`src/hw/rtl/uer_pkg.sv`:
```
// ----------------------------------------------------------------------------
// uer_pkg: shared types and constants of the ultrasonic echo ranger
// Counter sizing, register codes and the request/result payload types.
// ----------------------------------------------------------------------------
package uer_pkg;

  // Width of the tick counters (valid range 16 to 32).
  localparam int unsigned COUNTER_BITS = 24;

  localparam int unsigned TickBits  = 24;  // width of the tick registers
  localparam int unsigned RangeBits = 12;  // width of the range registers and distance
  localparam int unsigned CfgIdxBits = 3;

  localparam longint unsigned CounterMax = (64'd1 << COUNTER_BITS) - 64'd1;
  localparam int unsigned CmDivisor = 58;
  localparam int unsigned DistMax   = 4095;

  // Quotient and remainder of the running width / 58 split.
  localparam int unsigned QuotBits = $clog2(CounterMax / CmDivisor + 1);
  localparam int unsigned RemBits  = $clog2(CmDivisor);

  // Compare widths, wide enough for both operands.
  localparam int unsigned CmpBits  = (COUNTER_BITS > TickBits) ? COUNTER_BITS : TickBits;
  localparam int unsigned QCmpBits = (QuotBits > RangeBits) ? QuotBits : RangeBits;

  typedef logic [COUNTER_BITS-1:0] cnt_t;
  typedef logic [TickBits-1:0]     tick_t;
  typedef logic [RangeBits-1:0]    range_t;
  typedef logic [QuotBits-1:0]     quot_t;
  typedef logic [RemBits-1:0]      rem_t;

  typedef enum logic [CfgIdxBits-1:0] {
    CFG_TRIG_LOW  = 3'd0,
    CFG_TRIG_HIGH = 3'd1,
    CFG_TIMEOUT   = 3'd2,
    CFG_CLEAR     = 3'd3,
    CFG_MIN_RANGE = 3'd4,
    CFG_MAX_RANGE = 3'd5
  } uer_cfg_idx_e;

  typedef struct packed {
    tick_t  trigger_low_ticks;
    tick_t  trigger_high_ticks;
    tick_t  echo_timeout_ticks;
    tick_t  clear_pulse_ticks;
    range_t min_range_cm;
    range_t max_range_cm;
  } uer_cfg_t;

  typedef struct packed {
    logic start_request;
    logic echo_level;
  } uer_req_t;

  typedef struct packed {
    logic   trigger_level;
    logic   echo_clear;
    logic   measurement_done;
    range_t distance_cm;
    logic   in_range;
  } uer_res_t;

endpackage

```
`src/hw/rtl/uer_if.sv`:
```
// ----------------------------------------------------------------------------
// uer_req_if / uer_res_if: valid/ready channels of the echo ranger
// Request channel carries one tick, result channel one tick's pin levels and distance report.
// ----------------------------------------------------------------------------
interface uer_req_if;
  import uer_pkg::*;
  logic valid;
  logic ready;
  logic start_request;
  logic echo_level;

  modport source (output valid, output start_request, output echo_level, input ready);
  modport sink   (input valid, input start_request, input echo_level, output ready);
endinterface

interface uer_res_if;
  import uer_pkg::*;
  logic   valid;
  logic   ready;
  logic   trigger_level;
  logic   echo_clear;
  logic   measurement_done;
  range_t distance_cm;
  logic   in_range;

  modport source (output valid, output trigger_level, output echo_clear,
                  output measurement_done, output distance_cm, output in_range,
                  input ready);
  modport sink   (input valid, input trigger_level, input echo_clear,
                  input measurement_done, input distance_cm, input in_range,
                  output ready);
endinterface

```
`src/hw/rtl/uer_cfg_regs.sv`:
```
// ----------------------------------------------------------------------------
// uer_cfg_regs: configuration register file
// Write-only registers, loaded by index, reset to the default timing.
// ----------------------------------------------------------------------------
module uer_cfg_regs (
  input  logic                      clk_i,
  input  logic                      rst_ni,
  input  logic                      cfg_we_i,
  input  logic [uer_pkg::CfgIdxBits-1:0] cfg_idx_i,
  input  uer_pkg::tick_t            cfg_data_i,
  output uer_pkg::uer_cfg_t         cfg_o
);
  import uer_pkg::*;

  uer_cfg_t cfg_q, cfg_d;

  always_comb begin
    cfg_d = cfg_q;
    if (cfg_we_i) begin
      case (uer_cfg_idx_e'(cfg_idx_i))
        CFG_TRIG_LOW:  cfg_d.trigger_low_ticks  = cfg_data_i;
        CFG_TRIG_HIGH: cfg_d.trigger_high_ticks = cfg_data_i;
        CFG_TIMEOUT:   cfg_d.echo_timeout_ticks = cfg_data_i;
        CFG_CLEAR:     cfg_d.clear_pulse_ticks  = cfg_data_i;
        CFG_MIN_RANGE: cfg_d.min_range_cm       = cfg_data_i[RangeBits-1:0];
        CFG_MAX_RANGE: cfg_d.max_range_cm       = cfg_data_i[RangeBits-1:0];
        default:       cfg_d = cfg_q;  // unknown index, dropped
      endcase
    end
  end

  always_ff @(posedge clk_i or negedge rst_ni) begin
    if (!rst_ni) begin
      cfg_q.trigger_low_ticks  <= tick_t'(5000);
      cfg_q.trigger_high_ticks <= tick_t'(20000);
      cfg_q.echo_timeout_ticks <= tick_t'(12000);
      cfg_q.clear_pulse_ticks  <= tick_t'(10000);
      cfg_q.min_range_cm       <= range_t'(2);
      cfg_q.max_range_cm       <= range_t'(200);
    end else begin
      cfg_q <= cfg_d;
    end
  end

  assign cfg_o = cfg_q;

endmodule

```
`src/hw/rtl/uer_fsm.sv`:
```
// ----------------------------------------------------------------------------
// uer_fsm: measurement sequencer
// Trigger, echo wait with clear pulses, and echo width timing; one tick per step.
// ----------------------------------------------------------------------------
module uer_fsm (
  input  logic              clk_i,
  input  logic              rst_ni,
  input  logic              step_i,
  input  uer_pkg::uer_req_t req_i,
  input  uer_pkg::uer_cfg_t cfg_i,
  output uer_pkg::uer_res_t res_o
);
  import uer_pkg::*;

  typedef enum logic [2:0] {
    PH_IDLE      = 3'd0,
    PH_TRIG_LOW  = 3'd1,
    PH_TRIG_HIGH = 3'd2,
    PH_WAIT      = 3'd3,
    PH_CLEAR     = 3'd4,
    PH_MEASURE   = 3'd5
  } phase_e;

  localparam cnt_t CntMax = '1;
  localparam rem_t RemLast = rem_t'(CmDivisor - 1);

  phase_e phase_q, phase_d;
  cnt_t   pc_q, pc_d, wc_q, wc_d, width_q, width_d;
  quot_t  quot_q, quot_d;
  rem_t   rem_q, rem_d;

  cnt_t   pc_inc, wc_inc;
  logic   pc_sat, wc_sat;
  logic   low_end, high_end, clr_end, timed_out;
  logic   q_in_range, q_over;

  assign pc_inc = (pc_q == CntMax) ? pc_q : pc_q + 1'b1;
  assign wc_inc = (wc_q == CntMax) ? wc_q : wc_q + 1'b1;
  assign pc_sat = (pc_inc == CntMax);
  assign wc_sat = (wc_inc == CntMax);

  // phase ends once the advanced count reaches the length (the wait once it exceeds the timeout), or saturates
  assign low_end   = (CmpBits'(pc_inc) >= CmpBits'(cfg_i.trigger_low_ticks))  || pc_sat;
  assign high_end  = (CmpBits'(pc_inc) >= CmpBits'(cfg_i.trigger_high_ticks)) || pc_sat;
  assign clr_end   = (CmpBits'(pc_inc) >= CmpBits'(cfg_i.clear_pulse_ticks))  || pc_sat;
  assign timed_out = (CmpBits'(wc_inc) >  CmpBits'(cfg_i.echo_timeout_ticks)) || wc_sat;

  // quotient is kept exact as the width grows, so no divider is needed
  assign q_over     = QCmpBits'(quot_q) > QCmpBits'(DistMax);
  assign q_in_range = (QCmpBits'(quot_q) >= QCmpBits'(cfg_i.min_range_cm)) &&
                      (QCmpBits'(quot_q) <= QCmpBits'(cfg_i.max_range_cm));

  always_comb begin
    phase_d = phase_q;
    pc_d    = pc_q;
    wc_d    = wc_q;
    width_d = width_q;
    quot_d  = quot_q;
    rem_d   = rem_q;
    res_o   = '0;
    case (phase_q)
      PH_IDLE: begin
        if (req_i.start_request) begin
          phase_d = PH_TRIG_LOW;
          pc_d    = '0;
        end
      end
      PH_TRIG_LOW: begin
        pc_d = pc_inc;
        if (low_end) begin
          phase_d = PH_TRIG_HIGH;
          pc_d    = '0;
        end
      end
      PH_TRIG_HIGH: begin
        res_o.trigger_level = 1'b1;
        pc_d = pc_inc;
        if (high_end) begin
          phase_d = PH_WAIT;
          pc_d    = '0;
          wc_d    = '0;
        end
      end
      PH_WAIT: begin
        if (req_i.echo_level) begin
          phase_d = PH_MEASURE;
          width_d = cnt_t'(1);
          quot_d  = '0;
          rem_d   = rem_t'(1);
        end else begin
          wc_d = wc_inc;
          if (timed_out) begin
            phase_d = PH_CLEAR;
            pc_d    = '0;
          end
        end
      end
      PH_CLEAR: begin
        res_o.echo_clear = 1'b1;
        wc_d = wc_inc;
        pc_d = pc_inc;
        if (clr_end) begin
          phase_d = PH_WAIT;
          pc_d    = '0;
        end
      end
      PH_MEASURE: begin
        if (req_i.echo_level) begin
          if (width_q != CntMax) begin
            width_d = width_q + 1'b1;
            if (rem_q == RemLast) begin
              rem_d  = '0;
              quot_d = quot_q + 1'b1;
            end else begin
              rem_d = rem_q + 1'b1;
            end
          end
        end else begin
          res_o.measurement_done = 1'b1;
          res_o.distance_cm      = q_over ? range_t'(DistMax) : range_t'(quot_q);
          res_o.in_range         = q_in_range;
          phase_d = PH_IDLE;
        end
      end
      default: phase_d = PH_IDLE;
    endcase
  end

  always_ff @(posedge clk_i or negedge rst_ni) begin
    if (!rst_ni) begin
      phase_q <= PH_IDLE;
      pc_q    <= '0;
      wc_q    <= '0;
      width_q <= '0;
      quot_q  <= '0;
      rem_q   <= '0;
    end else if (step_i) begin
      phase_q <= phase_d;
      pc_q    <= pc_d;
      wc_q    <= wc_d;
      width_q <= width_d;
      quot_q  <= quot_d;
      rem_q   <= rem_d;
    end
  end

endmodule

```
`src/hw/rtl/ultrasonic_echo_ranger.sv`:
```
// ----------------------------------------------------------------------------
// ultrasonic_echo_ranger: one HC-SR04 style range channel, one tick per request
// Path: a taken request is held in the request register, and its step result in the output register.
// Throughput: one request per cycle while the result sink does not stall.
// Reset: rst_ni clears both pipeline stages and returns the sequencer to idle;
//   registers return to 5000/20000/12000/10000 ticks and a 2..200 cm window.
// ----------------------------------------------------------------------------
module ultrasonic_echo_ranger (
  input  logic                           clk_i,
  input  logic                           rst_ni,
  uer_req_if.sink                        req_i,
  uer_res_if.source                      res_o,
  input  logic                           cfg_we_i,
  input  logic [uer_pkg::CfgIdxBits-1:0] cfg_idx_i,
  input  uer_pkg::tick_t                 cfg_data_i
);
  import uer_pkg::*;

  // Pipeline: request register -> sequencer step -> result register.
  // The result register decouples the sink, so a stalled result does not
  // stop a request being captured while the request stage is free.

  uer_cfg_t cfg;
  uer_req_t in_q;
  logic     in_vld_q;
  uer_res_t out_q, step_res;
  logic     out_vld_q;

  logic advance;  // the result register can take a new entry
  logic step;     // the held request is processed this cycle

  assign advance     = !out_vld_q || res_o.ready;
  assign step        = in_vld_q && advance;
  assign req_i.ready = !in_vld_q || advance;

  uer_cfg_regs u_cfg (
    .clk_i      (clk_i),
    .rst_ni     (rst_ni),
    .cfg_we_i   (cfg_we_i),
    .cfg_idx_i  (cfg_idx_i),
    .cfg_data_i (cfg_data_i),
    .cfg_o      (cfg)
  );

  // sequencer state advances only when its request moves on to the result stage
  uer_fsm u_fsm (
    .clk_i  (clk_i),
    .rst_ni (rst_ni),
    .step_i (step),
    .req_i  (in_q),
    .cfg_i  (cfg),
    .res_o  (step_res)
  );

  always_ff @(posedge clk_i or negedge rst_ni) begin
    if (!rst_ni) begin
      in_vld_q <= 1'b0;
    end else if (req_i.ready) begin
      in_vld_q <= req_i.valid;
    end
  end

  // payload: no reset needed
  always_ff @(posedge clk_i) begin
    if (req_i.valid && req_i.ready) begin
      in_q.start_request <= req_i.start_request;
      in_q.echo_level    <= req_i.echo_level;
    end
  end

  always_ff @(posedge clk_i or negedge rst_ni) begin
    if (!rst_ni) begin
      out_vld_q <= 1'b0;
    end else if (advance) begin
      out_vld_q <= in_vld_q;
    end
  end

  always_ff @(posedge clk_i) begin
    if (step) begin
      out_q <= step_res;
    end
  end

  assign res_o.valid            = out_vld_q;
  assign res_o.trigger_level    = out_q.trigger_level;
  assign res_o.echo_clear       = out_q.echo_clear;
  assign res_o.measurement_done = out_q.measurement_done;
  assign res_o.distance_cm      = out_q.distance_cm;
  assign res_o.in_range         = out_q.in_range;

endmodule

```
`src/flat_wrapper.sv`:
```
// flat-port wrapper written by rule: the top's interface ports become plain ports
module ultrasonic_echo_ranger_flat import uer_pkg::*;
  (clk_i, rst_ni, cfg_we_i, cfg_idx_i, cfg_data_i, req_i_valid, req_i_start_request, req_i_echo_level, req_i_ready, res_o_valid, res_o_trigger_level, res_o_echo_clear, res_o_measurement_done, res_o_distance_cm, res_o_in_range, res_o_ready);
  uer_req_if req_i_i ();
  uer_res_if res_o_i ();
  input  logic clk_i;
  input  logic rst_ni;
  input  logic cfg_we_i;
  input  logic [uer_pkg::CfgIdxBits-1:0] cfg_idx_i;
  input  uer_pkg::tick_t cfg_data_i;
  input wire logic [$bits(req_i_i.valid)-1:0] req_i_valid;
  input wire logic [$bits(req_i_i.start_request)-1:0] req_i_start_request;
  input wire logic [$bits(req_i_i.echo_level)-1:0] req_i_echo_level;
  output wire logic [$bits(req_i_i.ready)-1:0] req_i_ready;
  output wire logic [$bits(res_o_i.valid)-1:0] res_o_valid;
  output wire logic [$bits(res_o_i.trigger_level)-1:0] res_o_trigger_level;
  output wire logic [$bits(res_o_i.echo_clear)-1:0] res_o_echo_clear;
  output wire logic [$bits(res_o_i.measurement_done)-1:0] res_o_measurement_done;
  output wire logic [$bits(res_o_i.distance_cm)-1:0] res_o_distance_cm;
  output wire logic [$bits(res_o_i.in_range)-1:0] res_o_in_range;
  input wire logic [$bits(res_o_i.ready)-1:0] res_o_ready;
  assign req_i_i.valid = req_i_valid;
  assign req_i_i.start_request = req_i_start_request;
  assign req_i_i.echo_level = req_i_echo_level;
  assign req_i_ready = req_i_i.ready;
  assign res_o_valid = res_o_i.valid;
  assign res_o_trigger_level = res_o_i.trigger_level;
  assign res_o_echo_clear = res_o_i.echo_clear;
  assign res_o_measurement_done = res_o_i.measurement_done;
  assign res_o_distance_cm = res_o_i.distance_cm;
  assign res_o_in_range = res_o_i.in_range;
  assign res_o_i.ready = res_o_ready;
  ultrasonic_echo_ranger u_core (.clk_i(clk_i), .rst_ni(rst_ni), .req_i(req_i_i), .res_o(res_o_i), .cfg_we_i(cfg_we_i), .cfg_idx_i(cfg_idx_i), .cfg_data_i(cfg_data_i));
endmodule
```
`config.mk`:
```
export PLATFORM = sky130hd
export DESIGN_NAME = ultrasonic_echo_ranger_flat
export DESIGN_NICKNAME = d
export VERILOG_FILES = /design/src/hw/rtl/uer_pkg.sv /design/src/hw/rtl/uer_if.sv /design/src/hw/rtl/uer_cfg_regs.sv /design/src/hw/rtl/uer_fsm.sv /design/src/hw/rtl/ultrasonic_echo_ranger.sv /design/src/flat_wrapper.sv
export SDC_FILE = /design/constraint.sdc
export NUM_CORES = 1
export LEC_CHECK = 0
export BUFFER_PORTS_ARGS = -buffer_cell sky130_fd_sc_hd__buf_2
export CORE_MARGIN = 8
export CORE_UTILIZATION = 44
export CTS_CLUSTER_DIAMETER = 30
export DETAILED_ROUTE_END_ITERATION = 12
export PLACE_DENSITY = 0.56
export SYNTH_ARGS = -nofsm -noshare
export SYNTH_HDL_FRONTEND = slang
export SYNTH_SLANG_ARGS = --single-unit
```
`constraint.sdc`:
```
create_clock -name clk_i -period 5.2 [get_ports clk_i]
set_clock_uncertainty 0.15 [all_clocks]
set_input_delay 1.04 -clock clk_i [delete_from_list [all_inputs] [get_ports clk_i]]
set_output_delay 1.04 -clock clk_i [all_outputs]
set_load 0.01 [all_outputs]
```
==> out/results.txt, run 1 <==
Leak = 8.35 nW
Post-Route WL = 37,000 um
Xor-xnor portion of the synthesized cell area = 4.15%
Final worst-path cycle share = 92.6%
FILL cells = 2,921
Worst-margin pin slew = 1.06 ns
Die area = 38,700 sq um
Final #Nets = 1,773
Clock Sinks = 240
Power, Total = 7.97 mW
Top cell type's share of synthesized area = 34.2%
Unrepaired setup endpoints after global routing = false
Area contributors post-synth = dfrtp_1 (34%), ha_1 (11%), o21ai_0 (4.8%)
Vias = 11.4k
Crit. End Element = flop
Avg WL per Cell = 17.5 um
TritonRoute pass-1 iters = 5
N_diodes = 0
Post-DRT Antenna Nets = 0
Max rail drop VDD = 0.294 mV
Arr. time, crit path = 5.11 ns
Share of cells above drive strength 1 = 17.7%
Area growth syn-to-layout = 21.7%
Vias in the first global route = 11.4k
Io pins = 52
Root buf cell = clkbuf_16
Layout Utilization = 54.0%
GR Util met1 = 27.3%
Worst-path fanout max = 10
Pwr dens = 456 nW/um^2
Hold_ws = 0.326 ns
Die height = 197 um
Max Clk Rate = 208 MHz
Synth Area per Inst = 9.43 sq um
DRT iter0 DRCs = 707
Num CTS Buffers = 67
Top FF cell, synth = dfrtp_1
GRT Total Usage = 19.5%
Initial core utilization = 44.3%
Net Count, Synth = 1,682
RePlAce Congestion = 0.870
Adder-Cell Fraction of Synth Area = 11.0%
Multiplexer share of the synthesized area = 3.51%
Hold Vio Cnt, Final = 0
Yosys Warn Count = 0
Setup CP Type = reg -> reg
GR Util met2 = 29.1%
Core area = 32,400 sq um
Ys async rst share = 92.5%
Initial antenna violation count = 1
DRC Markers = 0
GR peak layer = met2
Post-layout minimum cycle time = 4.82 ns
Simple-Gate Fraction of Synth Area = 18.2%
Reg area = 6130 sq um
Critical Path Start Type = flop
CTS max path bufs = 3
Slowest cell delay on critical path = 0.47 ns
Slew headroom = 28.6%
Compound-gate portion of the synthesized area = 14.9%
I/O Buffers = 51
Status = complete, no violations
Top cell type by total area after synthesis = dfrtp_1
Data required time of the worst path = 5.49 ns
Global route total overflow = 0
Post-Place Cell Area = 15,100 sq um
Top post-synthesis cells by count = dfrtp_1 (196), nand2_1 (165), inv_1 (137), o21ai_0 (137), ha_1 (126)
Slowest-stage cell, CP = or4b_1
Post-synth EDFFs = 18
Seq/Total Area, Yosys = 42.7%
Crit path cell chain = ha_1 -> and3_1 -> nand4_4 -> o211ai_1 -> xor2_1 -> inv_1 -> ha_1 -> a211oi_1 -> nor2_1 -> nor2_1 -> or4b_1 -> o32ai_2 -> a211oi_4 -> nor2_4 -> nand2b_1 -> o41ai_1
Routed vias/inst = 5.38
Final instance area = 17,500 sq um
Final setup TNS = 0 ns
Largest net degree at the start of global routing = 115
Netlist Area Pre-Place = 14,400 sq um
CTS tree = yes
Max-slew violation count = 0
Synth unique cells = 79
Met3 usage = 4.50%
Cells after Synth = 1,522
Die Wd = 197 um
H-tree depth = 3
Global-route wire length before repair = 61,000 um
Multi-input logic area = 7460 sq um
Max-cap violation count = 0
Final Setup Violations = 0
Clock transition at path regs = 0.04 ns
Largest family of logic cells by synthesized area = simple AND/OR/NAND/NOR gates
Clk_lat worst skew = 0.57 ns
DP HPWL = 26,500 um
Cell Rows = 66
Flops & latches, synth = 240
Most common cell in the netlist = dfrtp_1
Hold Crit Class = reg -> reg
critical path: cells and delay by family, from the launching register on:
| kind | cells | cell delay [ns] |
|---|---|---|
| xor gates and xnor gates | 1 | 0.29 |
| AOI/OAI and AO/OA | 5 | 1.27 |
| adders and majority gates | 2 | 0.59 |
| DFF | 1 | 0.44 |
| buffers and inverters | 1 | 0.14 |
| and+or+nand+nor | 7 | 1.81 |
flip-flops by register name, summed over array words and instances (netlist names):
| signal | count |
|---|---|
| u_core.res_o.measurement_done | 1 |
| u_core.res_o.trigger_level | 1 |
| u_core.in_q | 2 |
| u_core.res_o.distance_cm | 12 |
| u_core.u_fsm.width_q | 24 |
| u_core.res_o.in_range | 1 |
| u_core.res_o.valid | 1 |
| u_core.u_cfg.cfg_o | 120 |
| u_core.u_fsm.pc_q | 24 |
| u_core.u_fsm.phase_q | 3 |
| u_core.in_vld_q | 1 |
| u_core.u_fsm.wc_q | 24 |
| u_core.res_o.echo_clear | 1 |
| u_core.u_fsm.rem_q | 6 |
| u_core.u_fsm.quot_q | 19 |
layer usage:
layer | part of all wire (%) | up-vias
met3 | 5.2 | 88
met4 | 3.0 | 0
met1 | 49 | 5413
li1 | - | 5587
met5 | 0 | -
met2 | 43 | 274
stage by stage:
stage | setup slack (ns) | cells
6_report | 0.385 | 2110
3_3_place_gp | 0.266 | 1984
5_1_grt | 0.0180 | 2110
3_5_place_dp | 0.220 | 1984
4_1_cts | 0.162 | 2108
2_1_floorplan | 0.817 | 1522
cell usage in the layout, fill, tap and decap left out, types with 38 or more instances in the layout:
cell	n
mux2_2	41
nand3_1	51
dfrtp_1	196
clkbuf_16	68
o21ai_0	137
a21oi_1	50
xor2_1	40
ha_1	126
inv_1	137
nand4_1	38
nand2_1	165
buf_2	50
nor2_1	94
cells by family (layout without fill, tap and decap cells):
| logic type | count (synthesis) | count (layout) |
|---|---|---|
| XOR/XNOR | 68 | 68 |
| flip-flops | 240 | 240 |
| adder cells (fa/ha/maj) | 126 | 126 |
| AND/OR/NAND/NOR | 510 | 510 |
| multiplexers | 45 | 45 |
| buffers and inverters | 198 | 344 |
| AO/OA/AOI/OAI | 335 | 335 |
cell type report:
| type | count | area share (%) |
|---|---|---|
| clock inverter | 37 | 2.66 |
| sequential | 240 | 35.1 |
| multi-input combinational | 1084 | 42.7 |
| tap | 442 | 3.17 |
| inverter | 137 | 2.94 |
| clock buffer | 87 | 10.6 |
| timing repair buffer | 83 | 2.89 |
final timing paths:
kind | cells past startpoint | from | end | slack, ns
setup / recovery | 16 | u_core.u_fsm.pc_q[0] | u_core.u_fsm.pc_q[5] | 0.38
hold / removal | 1 | u_core.in_vld_q | u_core.res_o.valid | 0.33
setup reg to reg | 16 | u_core.u_fsm.pc_q[0] | u_core.u_fsm.pc_q[5] | 0.38
hold reg to reg | 1 | u_core.in_vld_q | u_core.res_o.valid | 0.33
max in group asynchronous | 2 | rst_ni | u_core.u_cfg.cfg_o[86] | 3.46
min in group asynchronous | 1 | rst_ni | u_core.u_fsm.quot_q[17] | 0.38
report_power, final:
part	leakage, nW	total [mW]	switching [mW]	internal, mW
logic	4.23	1.43	0.872	0.561
registers	2.99	2.38	0.185	2.20
clock network	1.14	4.15	1.28	2.87
total	8.35	7.97	2.34	5.63
repair_timing:
item,CTS,global route
gates resized for setup,0,5
endpoints found under the setup margin,0,25
hold buffers,0,0
setup buffers,0,2
(Power assumes the default switching activity.)
==> inputs of run 2 (changes only) <==
- CELL_PAD_IN_SITES_DETAIL_PLACEMENT: unset -> 1
- CELL_PAD_IN_SITES_GLOBAL_PLACEMENT: unset -> 2
- CORE_UTILIZATION: 44 -> 41
- PLACE_DENSITY: 0.56 -> 0.77
==> run 2 against run 1 <==
Fmax decreased by 2.6%. Non-clock buffer count increased by 11. Sequential share of layout area decreased by 0.52 points. Flip-flop and latch count unchanged. Sequential power about the same. Routed wire length increased by 13%. Worst setup slack got worse by 0.13 ns. First-iteration DRC count decreased by 25%. Via count increased by 3.5%. Critical path depth decreased by 1. Core utilization decreased by 2.6 points. Die area increased by 6.7%.
==> out/results.txt, run 2 (same netlist as run 1, synthesis figures left out) <==
Cell Rows = 68
Placed cell count = 2,007
Io pins = 52
Final Setup Violations = 0
Setup CP Type = reg -> reg
RePlAce Congestion = 0.876
Max Clk Rate = 202 MHz
Status = complete, no violations
Num CTS Buffers = 71
Root buf cell = clkbuf_16
Worst-path fanout max = 10
Slew headroom = 33.1%
Post-DRT Antenna Nets = 0
Clock Sinks = 240
Die height = 203 um
Leak = 8.47 nW
Final #Nets = 1,788
Reg area = 6130 sq um
Clk_lat worst skew = 0.57 ns
Crit. End Element = flop
Global route total overflow = 0
Global-route wire length before repair = 68,600 um
Avg WL per Cell = 19.5 um
Share of cells above drive strength 1 = 18.7%
DRT iter0 DRCs = 532
Post-Route WL = 41,800 um
Critical Path Start Type = flop
Die area = 41,200 sq um
Hold_ws = 0.349 ns
I/O Buffers = 51
Cts hold-fix bufs = 0
Clock transition at path regs = 0.05 ns
Data required time of the worst path = 5.50 ns
Non-filler cells, final = 2,141
Number of flip-flops in the largest register = 120
Area growth syn-to-layout = 23.5%
Vias in the first global route = 12.5k
Most frequent cells in the layout = dfrtp_1 (196), nand2_1 (165), inv_1 (137), o21ai_0 (137), ha_1 (125)
Max-cap violation count = 0
Largest net degree at the start of global routing = 116
H-tree depth = 3
Initial antenna violation count = 0
Multi-input logic area = 7460 sq um
N_diodes = 0
FILL cells = 3,952
Hold Crit Class = reg -> reg
Die Wd = 203 um
Initial core utilization = 41.5%
Max-slew violation count = 0
DP HPWL = 29,400 um
Post-layout minimum cycle time = 4.94 ns
Final worst-path cycle share = 95.1%
GRT Total Usage = 20.7%
TritonRoute pass-1 iters = 5
Worst-margin pin slew = 1.00 ns
Hold Vio Cnt, Final = 0
Arr. time, crit path = 5.25 ns
Vias = 11.8k
CTS max path bufs = 3
DRC Markers = 0
Core area = 34,500 sq um
Pwr dens = 462 nW/um^2
Commonest non-fill, non-tap cell in the layout = dfrtp_1
CTS tree = yes
Routed vias/inst = 5.49
Max rail drop VDD = 0.318 mV
-- run 2: cell count changes in the layout (fill, tap and decap cells not counted), moves of 3 or more --
cell | previous run | this run
inv_16 | 4 | 1
clkinv_2 | 14 | 11
clkinv_4 | 1 | 4
buf_4 | 32 | 41
inv_6 | 6 | 2
clkbuf_8 | 7 | 14
clkbuf_16 | 68 | 72
-- run 2: final cells by class --
class	count	share of cell area, %
Clock buffer	98	11.5
Clock inverter	33	2.26
Inverter	137	2.90
Multi-Input combinational cell	1084	42.1
Sequential cell	240	34.6
Tap cell	455	3.21
Timing Repair Buffer	94	3.46
-- run 2: power breakdown --
group | switching [mW] | internal, mW
Sequential | 0.192 | 2.20
Clock | 1.29 | 3.03
Combinational | 0.910 | 0.576
Total | 2.39 | 5.81
-- run 2: repair_timing --
| action | CTS | global route |
|---|---|---|
| setup endpoints to repair | 0 | 28 |
| resized for setup | 0 | 6 |
| buffers inserted | 0 | 3 |
-- run 2: stage by stage --
stage | worst slack (ns) | instance area, sq um | power, mW | TNS, ns | util [%]
after floorplan | 0.817 | 14400 | 3.36 | 0 | -
after CTS | 0.118 | 17700 | 8.27 | 0 | 51.2
final | 0.257 | 17700 | 8.20 | 0 | 51.3
after global routing | -0.00438 | 17700 | 8.62 | -0.00438 | 51.3
after detailed placement | 0.154 | 15200 | 3.86 | 0 | 44.1
after global placement | 0.246 | 15200 | 3.81 | 0 | 44.1
-- run 2: path summary, 6_finish.rpt --
kind                       slack, ns                 endpoint  cells after the start            startpoint
max                             0.26  u_core.u_fsm.phase_q[0]                     15  u_core.u_fsm.pc_q[0]
min                             0.35       u_core.res_o.valid                      1       u_core.in_vld_q
max reg2reg                     0.26  u_core.u_fsm.phase_q[0]                     15  u_core.u_fsm.pc_q[0]
min reg2reg                     0.35       u_core.res_o.valid                      1       u_core.in_vld_q
max in group asynchronous       3.49   u_core.u_cfg.cfg_o[28]                      2                rst_ni
min in group asynchronous       0.39   u_core.u_fsm.quot_q[6]                      1                rst_ni
-- run 2: worst max-delay path, cell delays in order, from the launching register on --
cell,delay [ns]
dfrtp_1,0.47
ha_2,0.29
and3_1,0.29
nand4_4,0.26
nor4_2,0.50
xor2_1,0.19
buf_4,0.20
ha_1,0.30
nand4_1,0.22
or4_1,0.55
nor3_1,0.17
a211oi_1,0.14
a211oi_4,0.34
nor2_4,0.13
or3_4,0.40
o22a_1,0.22
-- run 2: layer usage --
metal  global-route usage [%]  part of all wire [%]
met1                     28.2                    49
met3                     4.14                   3.8
met4                     7.02                   2.5
met2                     32.4                    45
met5                        0                     0
